## config.mk

```make
export PLATFORM = sky130hd
export DESIGN_NAME = block_storage_register_front_end_flat
export DESIGN_NICKNAME = d
export VERILOG_FILES = /design/src/rtl/bsrfe_pkg.sv /design/src/rtl/bsrfe_access_if.sv /design/src/rtl/bsrfe_result_if.sv /design/src/rtl/block_storage_register_front_end.sv /design/src/flat_wrapper.sv
export SDC_FILE = /design/constraint.sdc
export NUM_CORES = 1
export LEC_CHECK = 0
export BUFFER_PORTS_ARGS = -buffer_cell sky130_fd_sc_hd__buf_2
export CORE_UTILIZATION = 36
export DETAILED_ROUTE_END_ITERATION = 10
export HOLD_SLACK_MARGIN = 0.15
export SYNTH_ARGS = -nofsm -noshare
export SYNTH_HDL_FRONTEND = slang
export SYNTH_SLANG_ARGS = --single-unit
```

## constraint.sdc

```tcl
create_clock -name clk -period 10.6 [get_ports clk]
set_input_delay 2.12 -clock clk [delete_from_list [all_inputs] [get_ports clk]]
set_output_delay 2.12 -clock clk [all_outputs]
set_load 0.01 [all_outputs]
```

## src/rtl/bsrfe_pkg.sv

```systemverilog
// ----------------------------------------------------------------------------
// bsrfe_pkg: shared types and codes of the block storage register front end
// register indexes, event codes, error codes, status and interrupt bits
// ----------------------------------------------------------------------------
package bsrfe_pkg;

  localparam int DATA_W  = 64;
  localparam int VER_W   = 32;
  localparam int COUNT_W = 9;
  localparam int PADDR_W = 5;

  // event carried by one access beat
  typedef enum logic [1:0] {
    OP_REG_READ   = 2'd0,
    OP_REG_WRITE  = 2'd1,
    OP_COMPLETE   = 2'd2,
    OP_SOFT_RESET = 2'd3
  } op_t;

  // device register map
  typedef enum logic [3:0] {
    REG_MAGIC     = 4'd0,
    REG_VERSION   = 4'd1,
    REG_FEATURES  = 4'd2,
    REG_CAPACITY  = 4'd3,
    REG_SECT_SIZE = 4'd4,
    REG_MAX_XFER  = 4'd5,
    REG_LBA       = 4'd6,
    REG_DMA       = 4'd7,
    REG_COUNT     = 4'd8,
    REG_COMMAND   = 4'd9,
    REG_STATUS    = 4'd10,
    REG_ERROR     = 4'd11,
    REG_CONTROL   = 4'd12,
    REG_IRQ_STAT  = 4'd13,
    REG_IRQ_ACK   = 4'd14
  } reg_idx_t;

  // request kinds written to the command register
  typedef enum logic [1:0] {
    REQ_NONE  = 2'd0,
    REQ_READ  = 2'd1,
    REQ_WRITE = 2'd2,
    REQ_FLUSH = 2'd3
  } req_kind_t;

  typedef enum logic [2:0] {
    ERR_NONE  = 3'd0,
    ERR_BUSY  = 3'd1,
    ERR_CMD   = 3'd2,
    ERR_RO    = 3'd3,
    ERR_RANGE = 3'd4,
    ERR_IO    = 3'd5,
    ERR_DMA   = 3'd6
  } err_t;

  // configuration register indexes
  typedef enum logic [1:0] {
    CFG_WRITE_PROTECT = 2'd0,
    CFG_CAPACITY      = 2'd1,
    CFG_MAGIC         = 2'd2,
    CFG_VERSION       = 2'd3
  } cfg_idx_t;

  // backend completion outcomes
  localparam logic [1:0] CPL_OK        = 2'd0;
  localparam logic [1:0] CPL_DMA_FAULT = 2'd2;

  localparam logic [1:0] BAR_MAIN   = 2'd0;
  localparam logic [3:0] ACCESS_8B  = 4'd8;

  // status bit positions (read-only flag lives at bit 4, taken from config)
  localparam int ST_READY = 0;
  localparam int ST_BUSY  = 1;
  localparam int ST_DONE  = 2;
  localparam int ST_ERROR = 3;

  localparam int IRQ_DONE = 0;
  localparam int IRQ_ERR  = 1;

  typedef struct packed {
    logic [DATA_W-1:0]  read_data;
    logic               access_ok;
    logic               irq_pulse;
    logic               request_issue;
    logic [1:0]         request_kind;
    logic [DATA_W-1:0]  request_lba;
    logic [DATA_W-1:0]  request_dma_address;
    logic [COUNT_W-1:0] request_sector_count;
  } result_t;

endpackage

```

## src/rtl/bsrfe_access_if.sv

```systemverilog
// ----------------------------------------------------------------------------
// bsrfe_access_if: access channel of the block storage register front end
// valid/ready channel carrying one register access or device event per beat
// ----------------------------------------------------------------------------
interface bsrfe_access_if;
  logic                          valid;
  logic                          ready;
  logic [1:0]                    command;
  logic [1:0]                    bar_index;
  logic [3:0]                    reg_index;
  logic [3:0]                    access_width;
  logic [bsrfe_pkg::DATA_W-1:0]  write_data;
  logic [1:0]                    completion_error;

  modport source (
    output valid, command, bar_index, reg_index, access_width, write_data,
           completion_error,
    input  ready
  );

  modport sink (
    input  valid, command, bar_index, reg_index, access_width, write_data,
           completion_error,
    output ready
  );
endinterface

```

## src/rtl/bsrfe_result_if.sv

```systemverilog
// ----------------------------------------------------------------------------
// bsrfe_result_if: result channel of the block storage register front end
// valid/ready channel carrying one result beat per access beat
// ----------------------------------------------------------------------------
interface bsrfe_result_if;
  logic                          valid;
  logic                          ready;
  logic [bsrfe_pkg::DATA_W-1:0]  read_data;
  logic                          access_ok;
  logic                          irq_pulse;
  logic                          request_issue;
  logic [1:0]                    request_kind;
  logic [bsrfe_pkg::DATA_W-1:0]  request_lba;
  logic [bsrfe_pkg::DATA_W-1:0]  request_dma_address;
  logic [bsrfe_pkg::COUNT_W-1:0] request_sector_count;

  modport source (
    output valid, read_data, access_ok, irq_pulse, request_issue, request_kind,
           request_lba, request_dma_address, request_sector_count,
    input  ready
  );

  modport sink (
    input  valid, read_data, access_ok, irq_pulse, request_issue, request_kind,
           request_lba, request_dma_address, request_sector_count,
    output ready
  );
endinterface

```

## src/rtl/block_storage_register_front_end.sv

```systemverilog
// ----------------------------------------------------------------------------
// block_storage_register_front_end: register front end of a dma block device
// decodes register reads/writes, checks commands, issues backend requests,
// tracks busy/done/error status and interrupt reasons
// ----------------------------------------------------------------------------
//
//  channel   direction  protocol     beat
//  access    in         valid/ready  one read, write, completion or soft reset
//  result    out        valid/ready  read data, access status, irq, request
//  apb       in/out     apb, 64 bit  device config, register i at byte 8*i
//
//  - one access beat per cycle unless the result stage stalls; its result is
//    registered at acceptance, and the device state is updated at the same edge
//  - access ready stays high while the result register is empty or drained
//    in the same cycle, so a full result stage stalls the access side only
//  - rst is synchronous and active high; it resets state and config at once
//  - apb writes take setup and access cycles, pready is tied high
//
module block_storage_register_front_end #(
  parameter int MAX_TRANSFER_SECTORS = 256,
  parameter int SECTOR_BYTES         = 512
) (
  input  logic                            clk,
  input  logic                            rst,
  bsrfe_access_if.sink                    access,
  bsrfe_result_if.source                  result,
  input  logic                            psel,
  input  logic                            penable,
  input  logic                            pwrite,
  input  logic [bsrfe_pkg::PADDR_W-1:0]   paddr,
  input  logic [bsrfe_pkg::DATA_W-1:0]    pwdata,
  output logic [bsrfe_pkg::DATA_W-1:0]    prdata,
  output logic                            pready
);

  localparam int DW = bsrfe_pkg::DATA_W;

  // configuration registers
  logic                          write_protect;
  logic [DW-1:0]                 medium_sectors;
  logic [DW-1:0]                 magic_value;
  logic [bsrfe_pkg::VER_W-1:0]   version_value;

  // device state; status holds ready/busy/done/error, read-only comes from config
  logic [DW-1:0]       start_sector, start_sector_next;
  logic [DW-1:0]       memory_address, memory_address_next;
  logic [DW-1:0]       transfer_count, transfer_count_next;
  logic [3:0]          status, status_next;
  bsrfe_pkg::err_t     error_code, error_code_next;
  logic                irq_enable, irq_enable_next;
  logic [1:0]          irq_pending, irq_pending_next;

  // result stage
  logic                result_valid;
  bsrfe_pkg::result_t  res, res_next;

  logic                access_fire;
  logic                cfg_write;
  bsrfe_pkg::cfg_idx_t cfg_sel;

  // decode helpers
  logic                win_ok;
  logic                busy;
  logic                range_bad;
  logic [DW-1:0]       cap_left;

  // ---------------------------------------------------------------------------
  // configuration port
  // ---------------------------------------------------------------------------
  assign pready    = 1'b1;
  assign cfg_sel   = bsrfe_pkg::cfg_idx_t'(paddr[bsrfe_pkg::PADDR_W-1:3]);
  assign cfg_write = psel && penable && pwrite && pready;

  always_ff @(posedge clk) begin
    if (rst) begin
      write_protect  <= 1'b0;
      medium_sectors <= '0;
      magic_value    <= '0;
      version_value  <= bsrfe_pkg::VER_W'(1);
    end else if (cfg_write) begin
      unique case (cfg_sel)
        bsrfe_pkg::CFG_WRITE_PROTECT: write_protect  <= pwdata[0];
        bsrfe_pkg::CFG_CAPACITY:      medium_sectors <= pwdata;
        bsrfe_pkg::CFG_MAGIC:         magic_value    <= pwdata;
        bsrfe_pkg::CFG_VERSION:       version_value  <= pwdata[bsrfe_pkg::VER_W-1:0];
      endcase
    end
  end

  always_comb begin
    unique case (cfg_sel)
      bsrfe_pkg::CFG_WRITE_PROTECT: prdata = {{(DW-1){1'b0}}, write_protect};
      bsrfe_pkg::CFG_CAPACITY:      prdata = medium_sectors;
      bsrfe_pkg::CFG_MAGIC:         prdata = magic_value;
      bsrfe_pkg::CFG_VERSION:       prdata = DW'(version_value);
    endcase
  end

  // ---------------------------------------------------------------------------
  // access handshake: the result register is the only buffer
  // ---------------------------------------------------------------------------
  assign access.ready = !result_valid || result.ready;
  assign access_fire  = access.valid && access.ready;

  assign win_ok = (access.bar_index == bsrfe_pkg::BAR_MAIN) &&
                  (access.access_width == bsrfe_pkg::ACCESS_8B);
  assign busy   = status[bsrfe_pkg::ST_BUSY];

  // sector range check; the wrapped difference only matters when start < capacity
  assign cap_left  = medium_sectors - start_sector;
  assign range_bad = (transfer_count == '0) ||
                     (transfer_count > DW'(MAX_TRANSFER_SECTORS)) ||
                     (start_sector >= medium_sectors) ||
                     (transfer_count > cap_left);

  // ---------------------------------------------------------------------------
  // single pass decode: next state and result of the beat on the access side
  // ---------------------------------------------------------------------------
  always_comb begin
    start_sector_next   = start_sector;
    memory_address_next = memory_address;
    transfer_count_next = transfer_count;
    status_next         = status;
    error_code_next     = error_code;
    irq_enable_next     = irq_enable;
    irq_pending_next    = irq_pending;
    res_next            = '0;

    unique case (bsrfe_pkg::op_t'(access.command))
      bsrfe_pkg::OP_REG_READ: begin
        if (win_ok) begin
          res_next.access_ok = 1'b1;
          unique case (access.reg_index)
            bsrfe_pkg::REG_MAGIC:     res_next.read_data = magic_value;
            bsrfe_pkg::REG_VERSION:   res_next.read_data = DW'(version_value);
            bsrfe_pkg::REG_FEATURES: begin
              // dma and flush always, read-only when configured
              res_next.read_data = {{(DW-3){1'b0}}, write_protect, 2'b11};
            end
            bsrfe_pkg::REG_CAPACITY:  res_next.read_data = medium_sectors;
            bsrfe_pkg::REG_SECT_SIZE: res_next.read_data = DW'(SECTOR_BYTES);
            bsrfe_pkg::REG_MAX_XFER:  res_next.read_data = DW'(MAX_TRANSFER_SECTORS);
            bsrfe_pkg::REG_LBA:       res_next.read_data = start_sector;
            bsrfe_pkg::REG_DMA:       res_next.read_data = memory_address;
            bsrfe_pkg::REG_COUNT:     res_next.read_data = transfer_count;
            bsrfe_pkg::REG_COMMAND:   res_next.read_data = '0;
            bsrfe_pkg::REG_STATUS:    res_next.read_data = {{(DW-5){1'b0}}, write_protect, status};
            bsrfe_pkg::REG_ERROR:     res_next.read_data = DW'(error_code);
            bsrfe_pkg::REG_CONTROL:   res_next.read_data = DW'(irq_enable);
            bsrfe_pkg::REG_IRQ_STAT:  res_next.read_data = DW'(irq_pending);
            bsrfe_pkg::REG_IRQ_ACK:   res_next.read_data = '0;
            default:                  res_next.access_ok = 1'b0;
          endcase
        end
      end

      bsrfe_pkg::OP_REG_WRITE: begin
        if (win_ok) begin
          res_next.access_ok = 1'b1;
          unique case (access.reg_index)
            bsrfe_pkg::REG_LBA:   start_sector_next   = access.write_data;
            bsrfe_pkg::REG_DMA:   memory_address_next = access.write_data;
            bsrfe_pkg::REG_COUNT: transfer_count_next = access.write_data;
            bsrfe_pkg::REG_COMMAND: begin
              // checks in order: busy, unknown command, read-only, range
              if (busy) begin
                error_code_next                 = bsrfe_pkg::ERR_BUSY;
                irq_pending_next[bsrfe_pkg::IRQ_ERR] = 1'b1;
                res_next.irq_pulse              = irq_enable;
              end else if ((access.write_data == '0) ||
                           (access.write_data > DW'(bsrfe_pkg::REQ_FLUSH))) begin
                status_next                     = 4'b0;
                status_next[bsrfe_pkg::ST_READY] = 1'b1;
                status_next[bsrfe_pkg::ST_ERROR] = 1'b1;
                error_code_next                 = bsrfe_pkg::ERR_CMD;
                irq_pending_next[bsrfe_pkg::IRQ_ERR] = 1'b1;
                res_next.irq_pulse              = irq_enable;
              end else if ((access.write_data[1:0] == bsrfe_pkg::REQ_WRITE) &&
                           write_protect) begin
                status_next                     = 4'b0;
                status_next[bsrfe_pkg::ST_READY] = 1'b1;
                status_next[bsrfe_pkg::ST_ERROR] = 1'b1;
                error_code_next                 = bsrfe_pkg::ERR_RO;
                irq_pending_next[bsrfe_pkg::IRQ_ERR] = 1'b1;
                res_next.irq_pulse              = irq_enable;
              end else if ((access.write_data[1:0] != bsrfe_pkg::REQ_FLUSH) &&
                           range_bad) begin
                status_next                     = 4'b0;
                status_next[bsrfe_pkg::ST_READY] = 1'b1;
                status_next[bsrfe_pkg::ST_ERROR] = 1'b1;
                error_code_next                 = bsrfe_pkg::ERR_RANGE;
                irq_pending_next[bsrfe_pkg::IRQ_ERR] = 1'b1;
                res_next.irq_pulse              = irq_enable;
              end else begin
                // hand the request to the backend and go busy
                status_next                     = 4'b0;
                status_next[bsrfe_pkg::ST_BUSY] = 1'b1;
                error_code_next                 = bsrfe_pkg::ERR_NONE;
                res_next.request_issue          = 1'b1;
                res_next.request_kind           = access.write_data[1:0];
                res_next.request_lba            = start_sector;
                res_next.request_dma_address    = memory_address;
                res_next.request_sector_count   =
                  (access.write_data[1:0] == bsrfe_pkg::REQ_FLUSH) ?
                  '0 : transfer_count[bsrfe_pkg::COUNT_W-1:0];
              end
            end
            bsrfe_pkg::REG_STATUS: begin
              // write one to clear done and error
              if (access.write_data[bsrfe_pkg::ST_DONE]) begin
                status_next[bsrfe_pkg::ST_DONE] = 1'b0;
              end
              if (access.write_data[bsrfe_pkg::ST_ERROR]) begin
                status_next[bsrfe_pkg::ST_ERROR] = 1'b0;
                error_code_next                  = bsrfe_pkg::ERR_NONE;
              end
            end
            bsrfe_pkg::REG_CONTROL: irq_enable_next = access.write_data[0];
            bsrfe_pkg::REG_IRQ_ACK: irq_pending_next = irq_pending & ~access.write_data[1:0];
            default:                res_next.access_ok = 1'b0;
          endcase
        end
      end

      bsrfe_pkg::OP_COMPLETE: begin
        // completions outside a busy phase are dropped
        if (busy) begin
          status_next                      = 4'b0;
          status_next[bsrfe_pkg::ST_READY] = 1'b1;
          res_next.irq_pulse               = irq_enable;
          if (access.completion_error == bsrfe_pkg::CPL_OK) begin
            error_code_next                       = bsrfe_pkg::ERR_NONE;
            status_next[bsrfe_pkg::ST_DONE]       = 1'b1;
            irq_pending_next[bsrfe_pkg::IRQ_DONE] = 1'b1;
          end else begin
            // any failure code other than dma counts as an i/o failure
            error_code_next = (access.completion_error == bsrfe_pkg::CPL_DMA_FAULT) ?
                              bsrfe_pkg::ERR_DMA : bsrfe_pkg::ERR_IO;
            status_next[bsrfe_pkg::ST_ERROR]      = 1'b1;
            irq_pending_next[bsrfe_pkg::IRQ_ERR]  = 1'b1;
          end
        end
      end

      bsrfe_pkg::OP_SOFT_RESET: begin
        // ignored while a request is outstanding
        if (!busy) begin
          start_sector_next                = '0;
          memory_address_next              = '0;
          transfer_count_next              = '0;
          status_next                      = 4'b0;
          status_next[bsrfe_pkg::ST_READY] = 1'b1;
          error_code_next                  = bsrfe_pkg::ERR_NONE;
          irq_enable_next                  = 1'b0;
          irq_pending_next                 = 2'b0;
        end
      end
    endcase
  end

  // ---------------------------------------------------------------------------
  // state and result registers
  // ---------------------------------------------------------------------------
  always_ff @(posedge clk) begin
    if (rst) begin
      start_sector                 <= '0;
      memory_address               <= '0;
      transfer_count               <= '0;
      status                       <= 4'b0001;
      error_code                   <= bsrfe_pkg::ERR_NONE;
      irq_enable                   <= 1'b0;
      irq_pending                  <= 2'b0;
      result_valid                 <= 1'b0;
    end else begin
      if (access_fire) begin
        start_sector   <= start_sector_next;
        memory_address <= memory_address_next;
        transfer_count <= transfer_count_next;
        status         <= status_next;
        error_code     <= error_code_next;
        irq_enable     <= irq_enable_next;
        irq_pending    <= irq_pending_next;
        result_valid   <= 1'b1;
      end else if (result.ready) begin
        result_valid   <= 1'b0;
      end
    end
  end

  // payload needs no reset
  always_ff @(posedge clk) begin
    if (access_fire) begin
      res <= res_next;
    end
  end

  assign result.valid                = result_valid;
  assign result.read_data            = res.read_data;
  assign result.access_ok            = res.access_ok;
  assign result.irq_pulse            = res.irq_pulse;
  assign result.request_issue        = res.request_issue;
  assign result.request_kind         = res.request_kind;
  assign result.request_lba          = res.request_lba;
  assign result.request_dma_address  = res.request_dma_address;
  assign result.request_sector_count = res.request_sector_count;

endmodule

```

## src/flat_wrapper.sv

```systemverilog
// flat-port wrapper written by rule: the top's interface ports become plain ports
module block_storage_register_front_end_flat 
#(
  parameter int MAX_TRANSFER_SECTORS = 256,
  parameter int SECTOR_BYTES         = 512
)
  (clk, rst, psel, penable, pwrite, paddr, pwdata, prdata, pready, access_valid, access_command, access_bar_index, access_reg_index, access_access_width, access_write_data, access_completion_error, access_ready, result_valid, result_read_data, result_access_ok, result_irq_pulse, result_request_issue, result_request_kind, result_request_lba, result_request_dma_address, result_request_sector_count, result_ready);
  bsrfe_access_if access_i ();
  bsrfe_result_if result_i ();
  input  logic clk;
  input  logic rst;
  input  logic psel;
  input  logic penable;
  input  logic pwrite;
  input  logic [bsrfe_pkg::PADDR_W-1:0] paddr;
  input  logic [bsrfe_pkg::DATA_W-1:0] pwdata;
  output logic [bsrfe_pkg::DATA_W-1:0] prdata;
  output logic pready;
  input wire logic [$bits(access_i.valid)-1:0] access_valid;
  input wire logic [$bits(access_i.command)-1:0] access_command;
  input wire logic [$bits(access_i.bar_index)-1:0] access_bar_index;
  input wire logic [$bits(access_i.reg_index)-1:0] access_reg_index;
  input wire logic [$bits(access_i.access_width)-1:0] access_access_width;
  input wire logic [$bits(access_i.write_data)-1:0] access_write_data;
  input wire logic [$bits(access_i.completion_error)-1:0] access_completion_error;
  output wire logic [$bits(access_i.ready)-1:0] access_ready;
  output wire logic [$bits(result_i.valid)-1:0] result_valid;
  output wire logic [$bits(result_i.read_data)-1:0] result_read_data;
  output wire logic [$bits(result_i.access_ok)-1:0] result_access_ok;
  output wire logic [$bits(result_i.irq_pulse)-1:0] result_irq_pulse;
  output wire logic [$bits(result_i.request_issue)-1:0] result_request_issue;
  output wire logic [$bits(result_i.request_kind)-1:0] result_request_kind;
  output wire logic [$bits(result_i.request_lba)-1:0] result_request_lba;
  output wire logic [$bits(result_i.request_dma_address)-1:0] result_request_dma_address;
  output wire logic [$bits(result_i.request_sector_count)-1:0] result_request_sector_count;
  input wire logic [$bits(result_i.ready)-1:0] result_ready;
  assign access_i.valid = access_valid;
  assign access_i.command = access_command;
  assign access_i.bar_index = access_bar_index;
  assign access_i.reg_index = access_reg_index;
  assign access_i.access_width = access_access_width;
  assign access_i.write_data = access_write_data;
  assign access_i.completion_error = access_completion_error;
  assign access_ready = access_i.ready;
  assign result_valid = result_i.valid;
  assign result_read_data = result_i.read_data;
  assign result_access_ok = result_i.access_ok;
  assign result_irq_pulse = result_i.irq_pulse;
  assign result_request_issue = result_i.request_issue;
  assign result_request_kind = result_i.request_kind;
  assign result_request_lba = result_i.request_lba;
  assign result_request_dma_address = result_i.request_dma_address;
  assign result_request_sector_count = result_i.request_sector_count;
  assign result_i.ready = result_ready;
  block_storage_register_front_end #(.MAX_TRANSFER_SECTORS(MAX_TRANSFER_SECTORS), .SECTOR_BYTES(SECTOR_BYTES)) u_core (.clk(clk), .rst(rst), .access(access_i), .result(result_i), .psel(psel), .penable(penable), .pwrite(pwrite), .paddr(paddr), .pwdata(pwdata), .prdata(prdata), .pready(pready));
endmodule
```

Word-level counts from Yosys, hierarchy flattened
Cells that the tools add are included.
{ "op_classes": {"eq_ne": 43, "add_sub_neg": 1, "div": 0, "n_bitwise": 5, "magnitude_cmp": 4, "muxes": 72, "reduce_logical": 43, "shift": 0, "n_mul": 0} }
{ "ops": {"columns": ["op", "count"], "rows": [
  ["$pmux W64 S13", 1],
  ["$mux W140", 4],
  ["$mux W64", 7],
  ["$pmux W64 S2", 3],
  ["$pmux W64 S4", 1],
  ["$mux W142", 1],
  ["$mux W141", 1],
  ["$logic_not A64 Y1", 2],
  ["$ge A64 B64 Y1", 1],
  ["$gt A64 B2 Y1 const B", 1],
  ["$gt A64 B64 Y1", 1],
  ["$gt A64 B9 Y1 const B", 1],
  ["$sub A64 B64 Y64", 1],
  ["$eq A4 B4 Y1 const B", 8],
  ["$mux W4", 7],
  ["$mux W3", 9],
  ["$reduce_and A8 Y1", 3],
  ["$mux W1", 23],
  ["$reduce_and A7 Y1", 3],
  ["$ne A2 B2 Y1 const B", 10],
  ["$eq A4 B3 Y1 const B", 4],
  ["$ne A3 B3 Y1 const B", 5],
  ["$reduce_and A5 Y1", 3],
  ["$reduce_or A15 Y1", 1],
  ["other kinds (29)", 67]
]} }
{ "totals": {"mem_bits_ro": 0, "mem_count": 0, "reg_bits": 570, "wordCells": 192, "ram_bits": 0, "latchBits": 0, "out_inout_bits": 273} }

Logic depth before layout (Yosys ltp)
{ "depth": {"depth_word": 12, "mapped_depth": 25} }

Worst setup path before layout
Ideal clock, no wire load.
{ "synth_timing": {"path_kind": "input-to-reg", "from": "in result_ready", "to": "reg u_core.res (netlist bit u_core.result.access_ok), enable pin", "t_required_ns": 10.042, "path_buffers": 0, "setup_time_ns": 0.558, "setup_slack_ns": 3.652, "arrival_ns": 6.390, "stages": 3, "cell_sequence": "nand2b_1 -> nand2_1 -> inv_1"} }
{ "synth_via": {"elab_chain_len": 2} }
{ "synth_lines": {"columns": ["item", "line_no", "rtl"], "rows": [
  ["start: declaration", "flat_wrapper.sv:36", "input wire logic [$bits(result_i.ready)-1:0] result_ready;"],
  ["$logic_or A1 B1 Y1", "block_storage_register_front_end.sv:102", "assign access.ready = !result_valid || result.ready;"],
  ["$logic_and A1 B1 Y1", "block_storage_register_front_end.sv:103", "assign access_fire = access.valid && access.ready;"],
  ["via u_core.access_fire", "block_storage_register_front_end.sv:57", "logic access_fire;"],
  ["end signal: assignment", "block_storage_register_front_end.sv:293", "res <= res_next;"],
  ["end: declaration", "block_storage_register_front_end.sv:55", "bsrfe_pkg::result_t res, res_next;"]
]} }
The timed path passes the listed nets, and every way through them passes these cells.
A chain may end at the register's enable or synchronous reset.

Worst setup path in the final report
{ "layout_timing": {"from": "reg u_core.start_sector[0]", "to": "reg u_core.res (netlist bit u_core.result.request_lba[8]), data pin"} }
{ "layout_via": {"elab_chain_len": 5, "word_cells_on_any_way": 7, "cone_classes": "add/sub (1); order compare (2); reduce/logical (4)"} }
{ "layout_lines": {"columns": ["item", "line_no", "rtl"], "rows": [
  ["start: declaration", "block_storage_register_front_end.sv:45", "logic [DW-1:0] start_sector, start_sector_next;"],
  ["start signal: assignment", "block_storage_register_front_end.sv:276", "start_sector <= start_sector_next;"],
  ["$sub A64 B64 Y64 or $ge A64 B64 Y1 (tied branches)", "block_storage_register_front_end.sv:110, block_storage_register_front_end.sv:113", null],
  ["$gt A64 B64 Y1 or $logic_or A1 B1 Y1 (tied branches)", "block_storage_register_front_end.sv:114, block_storage_register_front_end.sv:112", null],
  ["$logic_or A1 B1 Y1 (*)", "block_storage_register_front_end.sv:113", "(start_sector >= medium_sectors) ||"],
  ["$logic_and A1 B1 Y1 (*)", "block_storage_register_front_end.sv:186", "end else if ((access.write_data[1:0] != bsrfe_pkg::REQ_FLUSH) &&"],
  ["$reduce_or A7 Y1 (no line) (*)", null, null]
]} }
Every way passes the cells marked *; elsewhere a longest branch is shown, timed or not.

==> reports/metrics.yaml <==
drt_iter0_markers: 2602
synth_fa_ha_area_frac: 0.0570
dpl.hpwl_um: 77700
wl_per_cell_um: 23.2
whs_endpoint: "u_core.version_value[18]"
reg2reg_setup_slack_ns: 2.43
swShare: 0.282
r2r-end: "u_core.result.request_lba[8]"
drv_cap: 0
vias: 27400
final_net_count: 3971
area_growth_syn_to_layout_pct: 16.8
peakVddDrop_v: 0.0000966
end_kind: "register"
slew_headroom: 0.253
netlist_instances: 3427
synth_edf_count: 206
wirelength_um: 112000
grt_max_degree: 191
r2r-start: "u_core.start_sector[0]"
initial_utilization: 0.364
outcome: "finished clean"
grt_pass1_wl_um: 165000
fp.coreArea_um2: 80500
rsz0062_at_grt: "no"
gp_congestion: 0.917
clockBufferDepth: 3
die_area_um2: 82600
synthSimpleGateAreaFrac: 0.198
cts_setup_buffers: 0
seq_area_frac_synth: 0.460
first_global_vias: 25900
clk_pin_slew_ns: 0.06
p_comb_frac: 0.150
h-tree-depth: 3
cts_resized: 0
min_period_over_period: 0.771
antenna_found_initial: 13
ant_nets: 0
p_leak_nw: 13.6
cts_tree: "done"
fin_crit_ns: 8.17
syn_avg_cell_area_um2: 8.55
cts_made_buffers: 66
grt_usage: 0.264
cts_hold_buf: 0
syn-cell-area_um2: 29300
nFillCells: 8247
worstPathRequired_ns: 10.93
clk_latency_ns: 0.62
dominantRegCellSynth: "dfxtp_1"
setup_tns_ns: 0
layout-drive-gt1-share: 0.163
cts_root_buf: "clkbuf_16"
reg2reg_depth: 21
switching_power_mw: 1.54
rows: 104
critPathKind: "register to register"
fin_cells: 4805
setup-violations-final: 0
synth_compound_area_frac: 0.208
async_flop_share: 0
fmax_mhz: 122
seqPwrFrac: 0.436
path_max_fanout: 43
start_kind: "register"
synth_nets: 3714
synth_cell_types: 74
hold_viol: 0
critPathArrivalTime_ns: 8.50
remaining_drc_errors: 0
fp.dieH_um: 287
boundaryPins: 427
drv_slew: 0
synth_top_family_by_area: "compound AO/OA/AOI/OAI gates"
via_per_inst: 5.71
worst_pin_slew_ns: 1.12
gr-total-overflow: 0
p_per_area_nw_per_um2: 160
worst_hold_path_type: "register to register"
p_int_mw: 3.93
placed_cells: 4676
synth-seq-cells: 570
first_pass_iters: 10
finalClockSkew_ns: 0.0265
min-delay-start: "u_core.version_value[18]"
synth_warnings: 0
synth.mux.area_fraction: 0.0140
pwr-share-clk: 0.414
io_buffers: 422
synth_xor_area_frac: 0.0167
die_w_um: 287
hold_depth: 2
power_mw: 5.47
clock_sinks: 570
[cells in the mapped netlist (8+ instances only)]
library cell | count | area [µm²]
or3_1 | 8 | 50.1
dfxtp_1 | 364 | 7290
o21ai_0 | 66 | 330
and3_1 | 30 | 188
nor4_1 | 102 | 638
xor2_1 | 26 | 228
nand3_1 | 35 | 175
nand2b_1 | 16 | 100
ha_1 | 132 | 1650
a222oi_1 | 36 | 360
nor3_1 | 21 | 105
a22oi_1 | 117 | 878
a211oi_1 | 12 | 90.1
a31oi_1 | 40 | 250
a22o_1 | 65 | 569
xnor2_1 | 30 | 263
edfxtp_1 | 206 | 6190
mux2_2 | 31 | 349
nor2b_1 | 12 | 75.1
inv_1 | 94 | 353
o21a_1 | 11 | 82.6
nor2_1 | 453 | 1700
nand4_1 | 49 | 307
a21oi_1 | 505 | 2530
a21o_1 | 45 | 338
clkbuf_1 | 244 | 916
o21bai_1 | 13 | 97.6
nand2_1 | 473 | 1780
and2_1 | 76 | 475
[stage by stage]
stage	hold WS (ns)	worst slack (ns)	util	cell area [µm²]
floorplan	0.444	3.65	-	29300
global placement	0.455	2.65	0.398	32100
detailed placement	0.460	2.55	0.398	32100
CTS	0.468	2.52	0.425	34200
global route	0.486	2.03	0.425	34200
finish	0.468	2.43	0.425	34200
[area by class of cell]
cell class	instances	area (µm²)	share of cell area
diodes	7	17.5	0.000512
well taps	1060	1330	0.0387
clock buffers	96	1910	0.0558
clock inverters	26	225	0.00658
multi-input cells	2502	14600	0.425
flip-flops and latches	570	13500	0.393
repair buffers	450	2360	0.0688
inverters	94	363	0.0106
[worst max-delay path, stage by stage, from the launching register on]
cell      delay [ns]
dfxtp_1         0.43
ha_1            0.21
inv_1           0.06
fa_1            0.43
a211oi_1        0.28
o211ai_1        0.23
a31oi_1         0.41
a21oi_1         0.25
a31oi_1         0.56
o31a_1          0.38
o21ai_0         0.21
a22o_1          0.29
a311o_1         0.37
ha_1            0.32
nand4_1         0.20
nor4_1          0.78
nand4_1         0.28
o31ai_1         0.29
a31oi_1         0.12
a2111o_2        0.79
buf_4           0.43
nor4_1          0.53
[layer usage]
| layer | global-route usage | share of wire |
|---|---|---|
| met5 | 0 | 0.00060 |
| met1 | 0.359 | 0.44 |
| met4 | 0.0936 | 0.032 |
| met2 | 0.418 | 0.46 |
| met3 | 0.0466 | 0.072 |
[power by group through the flow]
stage	logic, mW	registers (mW)	clock network [mW]
floorplan	0.511	2.44	0
global placement	0.811	2.43	0
detailed placement	0.815	2.43	0
CTS	0.821	2.38	2.30
global route	0.907	2.39	2.38
finish	0.821	2.39	2.27
[registers in the layout, indices dropped and copies added (netlist names), 4 cells and up]
register                            count
u_core.magic_value                     64
u_core.medium_sectors                  64
u_core.memory_address                  64
u_core.result.read_data                64
u_core.result.request_dma_address      64
u_core.result.request_lba              64
u_core.start_sector                    64
u_core.transfer_count                  64
u_core.version_value                   32
u_core.result.request_sector_count      9
u_core.status                           4
[placed cells by master (no fill, tap or decap), types with 91 or more instances in the layout]
master,instances
buf_2,421
a21oi_1,505
inv_1,91
edfxtp_1,206
dfxtp_1,363
ha_1,132
nor4_1,101
nor2_1,453
a22oi_1,117
nand2_1,471
[worst max path at each step]
| stage | startpoint | end | slack [ns] | depth (start not counted) |
|---|---|---|---|---|
| finish | u_core.start_sector[0] | u_core.result.request_lba[8] | 2.43 | 21 |
| global route | u_core.start_sector[0] | u_core.result.request_sector_count[0] | 2.03 | 22 |
| CTS | u_core.start_sector[0] | u_core.result.request_lba[8] | 2.52 | 22 |
| detailed placement | u_core.start_sector[0] | u_core.result.request_lba[8] | 2.55 | 22 |
| global placement | u_core.start_sector[0] | u_core.result.request_lba[63] | 2.65 | 21 |
| floorplan | result_ready | u_core.result.access_ok | 3.65 | 3 |
[kinds of logic (layout without fill, tap and decap cells)]
group	Yosys count	in the layout
xor gates and xnor gates	56	56
adders and majority gates	133	133
other	1	8
and+or+nand+nor	1301	1301
muxes	36	36
AOI/OAI and AO/OA	975	975
DFF	570	570
buffers and inverters	355	666
Power figures use the tool's default switching activity.
